==> config.mk <==
export PLATFORM = sky130hd
export DESIGN_NAME = strict_priority_call_scheduler
export DESIGN_NICKNAME = d
export VERILOG_FILES = /design/src/rtl/scps_pkg.sv /design/src/rtl/strict_priority_call_scheduler.sv /design/src/rtl/scps_mem.sv /design/src/rtl/scps_ctrl.sv
export SDC_FILE = /design/constraint.sdc
export NUM_CORES = 2
export LEC_CHECK = 0
export ABC_AREA = 1
export BUFFER_PORTS_ARGS = -buffer_cell sky130_fd_sc_hd__buf_2
export CAP_MARGIN = 20
export CORE_MARGIN = 2
export CORE_UTILIZATION = 39
export DETAILED_ROUTE_END_ITERATION = 7
export SYNTH_ARGS = -nofsm -noshare
export SYNTH_HDL_FRONTEND = slang
export SYNTH_SLANG_ARGS = --single-unit
==> constraint.sdc <==
create_clock -name clk -period 8.5 [get_ports clk]
set_input_delay 0.85 -clock clk [delete_from_list [all_inputs] [get_ports clk]]
set_output_delay 0.85 -clock clk [all_outputs]
set_load 0.01 [all_outputs]
==> src/rtl/scps_pkg.sv <==
// shared types, constants and helpers for the strict priority call scheduler
package scps_pkg;

  // sizing
  localparam int QUEUE_DEPTH = 16;
  localparam int NUM_CLASSES = 4;

  localparam int SLOT_W    = $clog2(QUEUE_DEPTH);
  localparam int CLS_IDX_W = $clog2(NUM_CLASSES);
  localparam int CNT_W     = $clog2(QUEUE_DEPTH + 1);
  localparam int ADDR_W    = CLS_IDX_W + SLOT_W;
  localparam int MEM_DEPTH = NUM_CLASSES * (2 ** SLOT_W);

  // field widths
  localparam int CLASS_W = 2;
  localparam int ID_W    = 16;
  localparam int DUR_W   = 16;
  localparam int ENTRY_W = ID_W + DUR_W;

  typedef enum logic {
    KIND_ARRIVAL = 1'b0,
    KIND_TICK    = 1'b1
  } scps_kind_t;

  typedef enum logic [2:0] {
    EV_QUEUED   = 3'd0,
    EV_DROPPED  = 3'd1,
    EV_ANSWERED = 3'd2,
    EV_BUSY     = 3'd3,
    EV_IDLE     = 3'd4
  } scps_event_t;

  // queue store access, one write and one read port
  typedef struct packed {
    logic              we;
    logic [ADDR_W-1:0] waddr;
    logic [ENTRY_W-1:0] wdata;
    logic              re;
    logic [ADDR_W-1:0] raddr;
  } scps_mem_req_t;

  // result of one beat; id and busy are replaced by store data when ans is set
  typedef struct packed {
    scps_event_t        ev;
    logic [ID_W-1:0]    id;
    logic [CLASS_W-1:0] cls;
    logic [DUR_W-1:0]   busy;
    logic               ans;
  } scps_decision_t;

  // remaining busy ticks after answering a call of this duration
  function automatic logic [DUR_W-1:0] scps_busy_after(input logic [DUR_W-1:0] dur);
    logic [DUR_W-1:0] res;
    res = (dur == '0) ? '0 : dur - DUR_W'(1);
    return res;
  endfunction

endpackage

==> src/rtl/strict_priority_call_scheduler.sv <==
// top level of the four class strict priority call scheduler
//
// input channel (in_valid / in_ready) carries one beat per arrival or tick:
//   kind 0 is a call arrival for class_level with caller_id and service_time,
//   kind 1 is one server time tick
// output channel (out_valid / out_ready) carries exactly one result beat per
//   input beat, in order: event_res, out_caller_id, out_class, busy_left
// pipeline: the input register loads on accept, then the result register, fed
//   by the queue store read, loads when the held beat moves on
// throughput: one beat per cycle while the receiver does not stall; the decision
//   path is a short priority pick and pointer update, and the store read lands
//   in the same cycle the result register loads
// a receiver stall holds the result register; the input register still
//   takes one more beat, then in_ready drops until the result is taken
// reset clears all queues, the busy counter and both pipeline valids;
//   the entry store itself needs no clearing since only filled slots are read
// a call of zero service time is served as one tick
module strict_priority_call_scheduler import scps_pkg::*; (
  input  logic               clk,
  input  logic               rst,
  input  logic               in_valid,
  output logic               in_ready,
  input  logic               kind,
  input  logic [CLASS_W-1:0] class_level,
  input  logic [ID_W-1:0]    caller_id,
  input  logic [DUR_W-1:0]   service_time,
  output logic               out_valid,
  input  logic               out_ready,
  output logic [2:0]         event_res,
  output logic [ID_W-1:0]    out_caller_id,
  output logic [CLASS_W-1:0] out_class,
  output logic [DUR_W-1:0]   busy_left
);

  // input register
  logic               a_valid;
  scps_kind_t         a_kind;
  logic [CLASS_W-1:0] a_class;
  logic [ID_W-1:0]    a_id;
  logic [DUR_W-1:0]   a_dur;
  logic               a_fire;

  // result register
  logic           b_valid;
  scps_decision_t b_dec;

  scps_decision_t     dec;
  scps_mem_req_t      mem_req;
  logic [ENTRY_W-1:0] rd_data;

  // the held beat moves on when the result register is free or draining
  assign a_fire   = a_valid && (!b_valid || out_ready);
  assign in_ready = !a_valid || a_fire;

  always_ff @(posedge clk) begin
    if (rst) begin
      a_valid <= 1'b0;
      b_valid <= 1'b0;
    end else begin
      if (in_ready) begin
        a_valid <= in_valid;
      end
      if (a_fire) begin
        b_valid <= 1'b1;
      end else if (out_ready) begin
        b_valid <= 1'b0;
      end
    end
  end

  always_ff @(posedge clk) begin
    if (in_valid && in_ready) begin
      a_kind  <= scps_kind_t'(kind);
      a_class <= class_level;
      a_id    <= caller_id;
      a_dur   <= service_time;
    end
    if (a_fire) begin
      b_dec <= dec;
    end
  end

  scps_ctrl u_ctrl (
    .clk          (clk),
    .rst          (rst),
    .fire         (a_fire),
    .kind         (a_kind),
    .class_level  (a_class),
    .caller_id    (a_id),
    .service_time (a_dur),
    .rd_data      (rd_data),
    .mem_req      (mem_req),
    .dec          (dec)
  );

  // read data is only loaded with an answering beat, so it holds under stall
  scps_mem u_mem (
    .clk     (clk),
    .req     (mem_req),
    .rd_data (rd_data)
  );

  // answered calls take caller and duration straight from the store read
  assign out_valid     = b_valid;
  assign event_res     = b_dec.ev;
  assign out_caller_id = b_dec.ans ? rd_data[ENTRY_W-1:DUR_W] : b_dec.id;
  assign out_class     = b_dec.cls;
  assign busy_left     = b_dec.ans ? scps_busy_after(rd_data[DUR_W-1:0]) : b_dec.busy;

  // a beat leaving the input register always shows up as a result
  a_fire_to_result: assert property (@(posedge clk) disable iff (rst)
    a_fire |=> b_valid)
    else $error("accepted beat did not reach result register");

  // an empty result register never blocks the input side
  no_stall_when_empty: assert property (@(posedge clk) disable iff (rst)
    !b_valid |-> in_ready)
    else $error("input stalled with empty result register");

  // busy and idle results carry no caller
  no_caller_on_busy_idle: assert property (@(posedge clk) disable iff (rst)
    out_valid && (event_res == EV_BUSY || event_res == EV_IDLE)
      |-> out_caller_id == '0 && out_class == '0)
    else $error("caller reported on busy or idle result");

  // an idle server has no remaining work
  idle_means_free: assert property (@(posedge clk) disable iff (rst)
    out_valid && event_res == EV_IDLE |-> busy_left == '0)
    else $error("idle result with nonzero busy count");

endmodule

==> src/rtl/scps_mem.sv <==
// queue entry store shared by all priority classes
module scps_mem import scps_pkg::*; (
  input  logic               clk,
  input  scps_mem_req_t      req,
  output logic [ENTRY_W-1:0] rd_data
);

  logic [ENTRY_W-1:0] mem [MEM_DEPTH];

  always_ff @(posedge clk) begin
    if (req.we) begin
      mem[req.waddr] <= req.wdata;
    end
  end

  always_ff @(posedge clk) begin
    if (req.re) begin
      rd_data <= mem[req.raddr];
    end
  end

endmodule

==> src/rtl/scps_ctrl.sv <==
// queue pointers, priority pick and server busy counter
module scps_ctrl import scps_pkg::*; (
  input  logic               clk,
  input  logic               rst,
  input  logic               fire,
  input  scps_kind_t         kind,
  input  logic [CLASS_W-1:0] class_level,
  input  logic [ID_W-1:0]    caller_id,
  input  logic [DUR_W-1:0]   service_time,
  input  logic [ENTRY_W-1:0] rd_data,
  output scps_mem_req_t      mem_req,
  output scps_decision_t     dec
);

  logic [SLOT_W-1:0] heads      [NUM_CLASSES];
  logic [SLOT_W-1:0] heads_next [NUM_CLASSES];
  logic [CNT_W-1:0]  counts      [NUM_CLASSES];
  logic [CNT_W-1:0]  counts_next [NUM_CLASSES];
  logic [DUR_W-1:0]  busy;
  logic [DUR_W-1:0]  busy_next;
  logic [DUR_W-1:0]  busy_eff;
  logic              fresh;

  logic [CLS_IDX_W-1:0] cls_idx;
  logic                 cls_ok;
  logic [CNT_W-1:0]     arr_count;
  logic                 arr_full;
  logic [SLOT_W:0]      tail_sum;
  logic [SLOT_W-1:0]    tail;
  logic                 pick_any;
  logic [CLS_IDX_W-1:0] pick_idx;
  logic [SLOT_W-1:0]    pick_head;

  // busy value left by a call answered in the previous beat
  assign busy_eff = fresh ? scps_busy_after(rd_data[DUR_W-1:0]) : busy;

  assign cls_idx   = CLS_IDX_W'(class_level);
  assign cls_ok    = 32'(class_level) < 32'(NUM_CLASSES);
  assign arr_count = counts[cls_idx];
  assign arr_full  = arr_count >= CNT_W'(QUEUE_DEPTH);
  assign tail_sum  = (SLOT_W+1)'(heads[cls_idx]) + (SLOT_W+1)'(arr_count);
  assign tail      = (tail_sum >= (SLOT_W+1)'(QUEUE_DEPTH)) ?
                     SLOT_W'(tail_sum - (SLOT_W+1)'(QUEUE_DEPTH)) : SLOT_W'(tail_sum);

  // highest non-empty class wins
  always_comb begin
    pick_any = 1'b0;
    pick_idx = '0;
    for (int c = 0; c < NUM_CLASSES; c++) begin
      if (counts[c] != '0) begin
        pick_any = 1'b1;
        pick_idx = CLS_IDX_W'(c);
      end
    end
  end

  assign pick_head = heads[pick_idx];

  always_comb begin
    dec         = '{ev: EV_IDLE, id: '0, cls: '0, busy: '0, ans: 1'b0};
    mem_req     = '0;
    heads_next  = heads;
    counts_next = counts;
    busy_next   = busy_eff;
    if (kind == KIND_ARRIVAL) begin
      dec.id   = caller_id;
      dec.cls  = class_level;
      dec.busy = busy_eff;
      if (!cls_ok || arr_full) begin
        dec.ev = EV_DROPPED;
      end else begin
        dec.ev        = EV_QUEUED;
        mem_req.we    = fire;
        mem_req.waddr = {cls_idx, tail};
        mem_req.wdata = {caller_id, service_time};
        if (fire) begin
          counts_next[cls_idx] = arr_count + CNT_W'(1);
        end
      end
    end else if (busy_eff != '0) begin
      dec.ev   = EV_BUSY;
      dec.busy = busy_eff - DUR_W'(1);
      if (fire) begin
        busy_next = busy_eff - DUR_W'(1);
      end
    end else if (pick_any) begin
      dec.ev        = EV_ANSWERED;
      dec.cls       = CLASS_W'(pick_idx);
      dec.ans       = 1'b1;
      mem_req.re    = fire;
      mem_req.raddr = {pick_idx, pick_head};
      if (fire) begin
        counts_next[pick_idx] = counts[pick_idx] - CNT_W'(1);
        heads_next[pick_idx]  = (32'(pick_head) == QUEUE_DEPTH - 1) ?
                                '0 : pick_head + SLOT_W'(1);
      end
    end
  end

  always_ff @(posedge clk) begin
    if (rst) begin
      for (int c = 0; c < NUM_CLASSES; c++) begin
        heads[c]  <= '0;
        counts[c] <= '0;
      end
      busy  <= '0;
      fresh <= 1'b0;
    end else begin
      heads  <= heads_next;
      counts <= counts_next;
      busy   <= busy_next;
      fresh  <= fire && dec.ans;
    end
  end

endmodule
; ---- Word level (Yosys, flattened, before mapping)
; Memory sizes are Yosys's and may differ from the RTL's. A register that Yosys moved wholly into a read port is not among the register bits.
; Index checks and enable logic that the tools add are counted.
[word_totals]
ramBits = 2048
reg_bits = 128
memories = 1
inputBits = 39
out_inout_bits = 39
latchBits = 0
romBits = 0
[memory_table]
columns = name, depth, word_bits, rd, rd_ports_with_merged_regs, wr, line_no
row1 = u_mem.mem, 64, 32, 1, 1, 1, scps_mem.sv:8  ; logic [ENTRY_W-1:0] mem [MEM_DEPTH];
[classes]
order_cmp = 6
n_bitwise = 3
multipliers = 0
addsub = 7
n_eq_ne = 4
div = 0
reduce_logical = 20
muxes = 63
shifts = 0
[op_table]
columns = cell, count
row1 = $mux 16, 8
row2 = $mux 20, 6
row3 = $mux 39, 2
row4 = $bwmux 20, 2
row5 = $sub 16x1->16 const B, 2
row6 = $mux 5, 6
row7 = $mux 4, 7
row8 = $mux 7, 3
row9 = $bmux 5 s2, 2
row10 = $demux 5 s2, 2
row11 = $reduce_bool 5->1, 4
row12 = $mux 18, 1
row13 = $bmux 4 s2, 2
row14 = $bwmux 16, 1
row15 = $logic_not 16->1, 1
row16 = $reduce_bool 16->1, 1
row17 = $mux 1, 13
row18 = $ge 5x5->1 const B, 2
row19 = $mux 3, 3
row20 = $demux 4 s2, 1
row21 = $mux 2, 4
row22 = $ge 3x3->1 const B, 2
row23 = $lt 3x1->1 const B, 2
row24 = $not 2->3, 2
row25 = other kinds (15), 24

; ---- Logic depth before layout (Yosys ltp)
[logic_depth]
ltp_word = 14
depth_mapped = 26
mapped_depth_nobuf = 23

; ---- By module
; Synthesis repeated with hierarchy kept, for this count alone.
[unflattened]
hier_cells = 7981
hier_area_um2 = 91486.5
[modules_own_cells]
columns = module, cells_per_inst, seq_area_each_um2, area_per_inst_um2, n_inst
row1 = scps_mem, 6769, 62459.9, 83058.4, 1
row2 = scps_ctrl, 943, 1061.0, 5253.8, 1
row3 = strict_priority_call_scheduler, 269, 2232.1, 3174.3, 1

; ---- Worst setup path before layout
; OpenSTA, ideal clock, no wires.
[synth_path]
path_type = reg-to-reg
start = register u_mem.rd_data[0] (read register of u_mem.mem)
end = register u_ctrl.heads[10] in the netlist's numbering
synth_period_minus_slack_ps = 4600
arrival_ps = 4530
path_stages_with_launch = 21
path_slack_ps = 3900
path_cell_list = edfxtp_1 inv_1 ha_1 nand2_1 nor2_2 nand2_2 buf_6 nand2_1 nand2_1 o21ai_1 ha_1 nand3_1 nor2_1 nand2_1 nor2_4 nand3_4 nor2_1 inv_1 nor3_1 o21ai_0 a21oi_1
[synth_between]
elab_chain_len = 6
word_cells_on_any_way = 7
cone_classes = 1 x add/sub / 2 x mux / 1 x bitwise / 3 x reduce/logical
[synth_rtl]
columns = element, line_no
row1 = start: declaration, scps_mem.sv:5  ; output logic [ENTRY_W-1:0] rd_data
row2 = $sub 16x1->16 or $logic_not 16->1 (tied branches), scps_pkg.sv:54  ; res = (dur == '0) ? '0 : dur - DUR_W'(1);
row3 = $mux 16 (*), scps_pkg.sv:54
row4 = $mux 16 (*), scps_ctrl.sv:35  ; assign busy_eff = fresh ? scps_busy_after(rd_data[DUR_W-1:0]) : busy;
row5 = $reduce_bool 16->1 (*), scps_ctrl.sv:80  ; end else if (busy_eff != '0) begin
row6 = $not 1->1 (no source line) (*), --
row7 = $reduce_and 4->1 (no source line) (*), --
row8 = end signal: assignment, scps_ctrl.sv:109  ; heads <= heads_next;
row9 = end: declaration, scps_ctrl.sv:15  ; logic [SLOT_W-1:0] heads [NUM_CLASSES];
; Mark *: on every way between the ends. The rest lies on a longest branch, timed or not.
; A chain may end at the register's enable or synchronous reset.

; ---- Worst setup path in the final report
[layout_path]
start = register u_mem.rd_data[5] (read register of u_mem.mem)
end = register u_mem.rd_data[27] (read register of u_mem.mem), data pin
[layout_between]
elab_chain_len = 6
word_cells_on_any_way = 7
cone_classes = 1 x add/sub / 4 x mux / 2 x reduce/logical
[layout_rtl]
columns = element, line_no
row1 = $sub 16x1->16 or $logic_not 16->1 (tied branches), scps_pkg.sv:54
row2 = $mux 16 (*), scps_pkg.sv:54
row3 = $mux 16 (*), scps_ctrl.sv:35
row4 = $reduce_bool 16->1 (*), scps_ctrl.sv:80
row5 = $mux 7 (*), scps_ctrl.sv:80
row6 = $mux 7 (*), scps_ctrl.sv:65  ; if (kind == KIND_ARRIVAL) begin
; Marked as above.

==> results.py <==
metrics = {
    "synthesis": {
        "syn-num-nets": 9309,
        "synth.yosys.warnings": 0,
        "syn-instance-count": 9259,
        "ys_types": 39,
        "yosysSeqAreaShare_pct": 68.21,
        "syn_area_um2": 96400,
        "yosys_register_bits": 2208,
        "syn_area_per_cell_um2": 10.41,
    },
    "critical_path": {
        "crit_buf_inv": 3,
        "rr_startpoint": "u_mem.rd_data[5]",
        "crit_path_frequent_cell": "nand3_1",
        "crit_type": "reg2reg",
        "critPathTopFamily": "simple AND/OR/NAND/NOR gates",
        "critPathArrivalTime_ns": 7.25,
        "cp-end-kind": "flip-flop",
        "cp_slowest_stage_delay_ns": 0.62,
        "critPathMaxFanout": 34,
        "path_cells": "nor2_2, nand2_1, nor2_2, nand2_2, nand2_1, nand2_1, o21ai_0, ha_1, nand3_1, inv_1, nand3_1, nor2_1, nand4_1, nor2_4, inv_2, buf_4, nand3_1, nand3_1, nand3_1, nand3_1, nand2_1",
        "cp-start-kind": "flip-flop",
        "crit_required_ns": 9.17,
        "critPathSlowestCell": "nor2_4",
        "cp-startpoint": "u_mem.rd_data[5]",
    },
    "timing": {
        "drv_slew": 0,
        "fin_worst_skew_ns": 0.09382,
        "max_freq_ghz": 0.1521,
        "fin_tns_setup_ns": 0,
        "slew_headroom_pct": 20.30,
        "rsz0062_at_grt": "no",
        "setup_viol": 0,
        "tightestPinTransition_ns": 1.195,
        "fin_ws_ns": 1.926,
        "period_share_pct": 77.34,
        "period_minus_slack_ns": 6.574,
        "hold_viol": 0,
    },
    "clock_tree": {
        "numCtsBuffers": 222,
        "post_cts_buffers": 0,
        "clkSlewWorstSetupHoldPaths_ns": 0.06,
        "cts_hold_buf": 0,
        "cts_tree": "done",
        "htree_levels": 4,
        "ctsResizeCount": 0,
        "worstSkewPairLatency_ns": 0.93,
        "clock_path_buffers": 3,
        "clock_sinks": 2208,
        "root_buffer": "clkbuf_16",
    },
    "route": {
        "drt_iter0_drc": 9791,
        "drc": 0,
        "dr.pass1.iters": 8,
        "num_vias": 69810,
        "routed_wl_mm": 326.6,
        "vias_per_cell": 5.541,
        "final_antenna_net_count": 0,
        "detail_route.wl_per_cell_um": 25.92,
    },
    "global_routing": {
        "grt_usage_pct": 25.47,
        "grt_max_degree": 198,
        "grt_antenna_before_repair": 15,
        "grt_overflow_total": 0,
        "grt_pass1_wl_mm": 468.4,
        "grt_pass1_vias": 64840,
    },
    "finish": {
        "layout_common_cells": "nand2_1 (2818), edfxtp_1 (2153), nand3_1 (1190)",
        "drive_above_1_share_pct": 9.258,
        "fillers": 22610,
        "syn_to_final_growth_pct": 12.51,
        "final_nets": 9232,
        "layout_commonest_cell": "nand2_1",
    },
    "placement": {
        "routabilityCongestion": 0.8708,
        "io_buffers": 77,
        "hpwl_mm": 183.3,
        "place_worst_setup_slack_ns": 2.110,
    },
    "hold_path": {
        "min_path_type": "in2reg",
        "hp-start": "caller_id[3]",
    },
    "die": {
        "die_area_um2": 251200,
        "fp.dieW_um": 501.2,
        "core_area_um2": 245900,
        "die_h_um": 501.2,
        "ioPinCount": 78,
        "start_util_pct": 39.20,
        "fp-row-count": 182,
    },
    "status": {
        "outcome": "finished, final reports clean",
    },
    "pwr": {
        "leakage_uw": 0.04210,
        "p_total_uw": 23870,
        "vdd_ir_drop_max_uv": 267.4,
        "powerDensity_nw_per_um2": 220.1,
    },
    "flow_run": {
        "max_cap_viol_count": 0,
    },
}
flip-flops by register name, indices dropped and copies added, names as in the netlist:
signal,flops
a_dur,16
u_mem.mem,2048
out_valid,1
a_class,2
a_valid,1
event_res,3
b_dec,33
out_class,2
a_kind,1
u_ctrl.busy,16
u_mem.rd_data,32
u_ctrl.counts,20
u_ctrl.fresh,1
u_ctrl.heads,16
a_id,16
worst paths after layout:
| kind | end | slack [ns] | depth (start not counted) |
|---|---|---|---|
| worst max register to register | u_mem.rd_data[27] | 1.93 | 21 |
| worst min register to register | u_ctrl.counts[0] | 0.49 | 2 |
| worst min-delay path | a_id[3] | 0.11 | 1 |
| worst max-delay path | u_mem.rd_data[27] | 1.93 | 21 |
cell usage after synthesis, drive strengths merged:
| cell | n | area [µm²] |
|---|---|---|
| clkinv | 4 | 15.01 |
| nand4 | 430 | 2709 |
| buf | 311 | 1563 |
| ha | 10 | 125.1 |
| o22ai | 33 | 206.5 |
| o21bai | 4 | 30.03 |
| o21a | 1 | 7.510 |
| edfxtp | 2153 | 64650 |
| xor2 | 18 | 157.7 |
| nor4 | 2 | 12.51 |
| clkbuf | 255 | 957.2 |
| nand2 | 2823 | 10610 |
| nor3 | 5 | 25.02 |
| fa | 1 | 20.02 |
| xnor2 | 4 | 35.03 |
| nor2 | 658 | 2527 |
| or2 | 139 | 869.6 |
| o21ai | 183 | 915.9 |
| a21oi | 54 | 270.3 |
| nand3b | 1 | 7.510 |
| inv | 890 | 3341 |
| a221oi | 5 | 43.79 |
| a22oi | 4 | 30.03 |
| nand3 | 1195 | 6011 |
| dfxtp | 55 | 1101 |
| o221ai | 4 | 35.03 |
| o211ai | 7 | 52.55 |
| a211oi | 10 | 75.07 |
layer usage:
metal  track usage, %  wire length [µm]  up-vias
met2            38.71            144900     4082
met3            5.166             35800      653
li1                 -                 -    31120
met4            12.54             17690        8
met5                0                45        -
met1            34.79            128100    33950
where the power goes:
group | internal (µW) | switching [µW]
Combinational | 287 | 1480
Clock | 5630 | 4400
Sequential | 12000 | 26.9
per-stage QoR:
stage / instance area (µm²) / instances / util, % / hold WS, ns
after CTS: 108400 / 12590 / 44.08 / 0.05229
after detailed placement: 101000 / 12180 / 41.08 / 0.4807
after global placement: 100700 / 12160 / 40.96 / 0.4644
after floorplan: 96400 / 9259 / - / 0.4449
after global routing: 108500 / 12600 / 44.10 / 0.08846
final: 108500 / 12600 / 44.10 / 0.1144
cells by family (layout without fill, tap and decap cells):
family,count (synthesis),count (layout),synth area share [%]
AND/OR/NAND/NOR,5253,5253,23.62
adder cells (fa/ha/maj),11,11,0.1506
AO/OA/AOI/OAI,305,305,1.729
XOR/XNOR,22,22,0.1999
buffers and inverters,1460,1577,6.095
other,0,4,0
flip-flops,2208,2208,68.21
area by class of cell:
cell class                 count  area, µm²  share of cell area [%]
multi-input combinational   5591      25590                   23.59
tap                         3220       4029                   3.714
inverter                     894       3383                   3.119
clock inverter               154       1650                   1.522
antenna                        4      10.01                0.009228
sequential                  2208      65750                   60.62
timing repair buffer         265       2320                   2.139
clock buffer                 264       5734                   5.287
No activity file was read; power rests on OpenSTA's default activity.
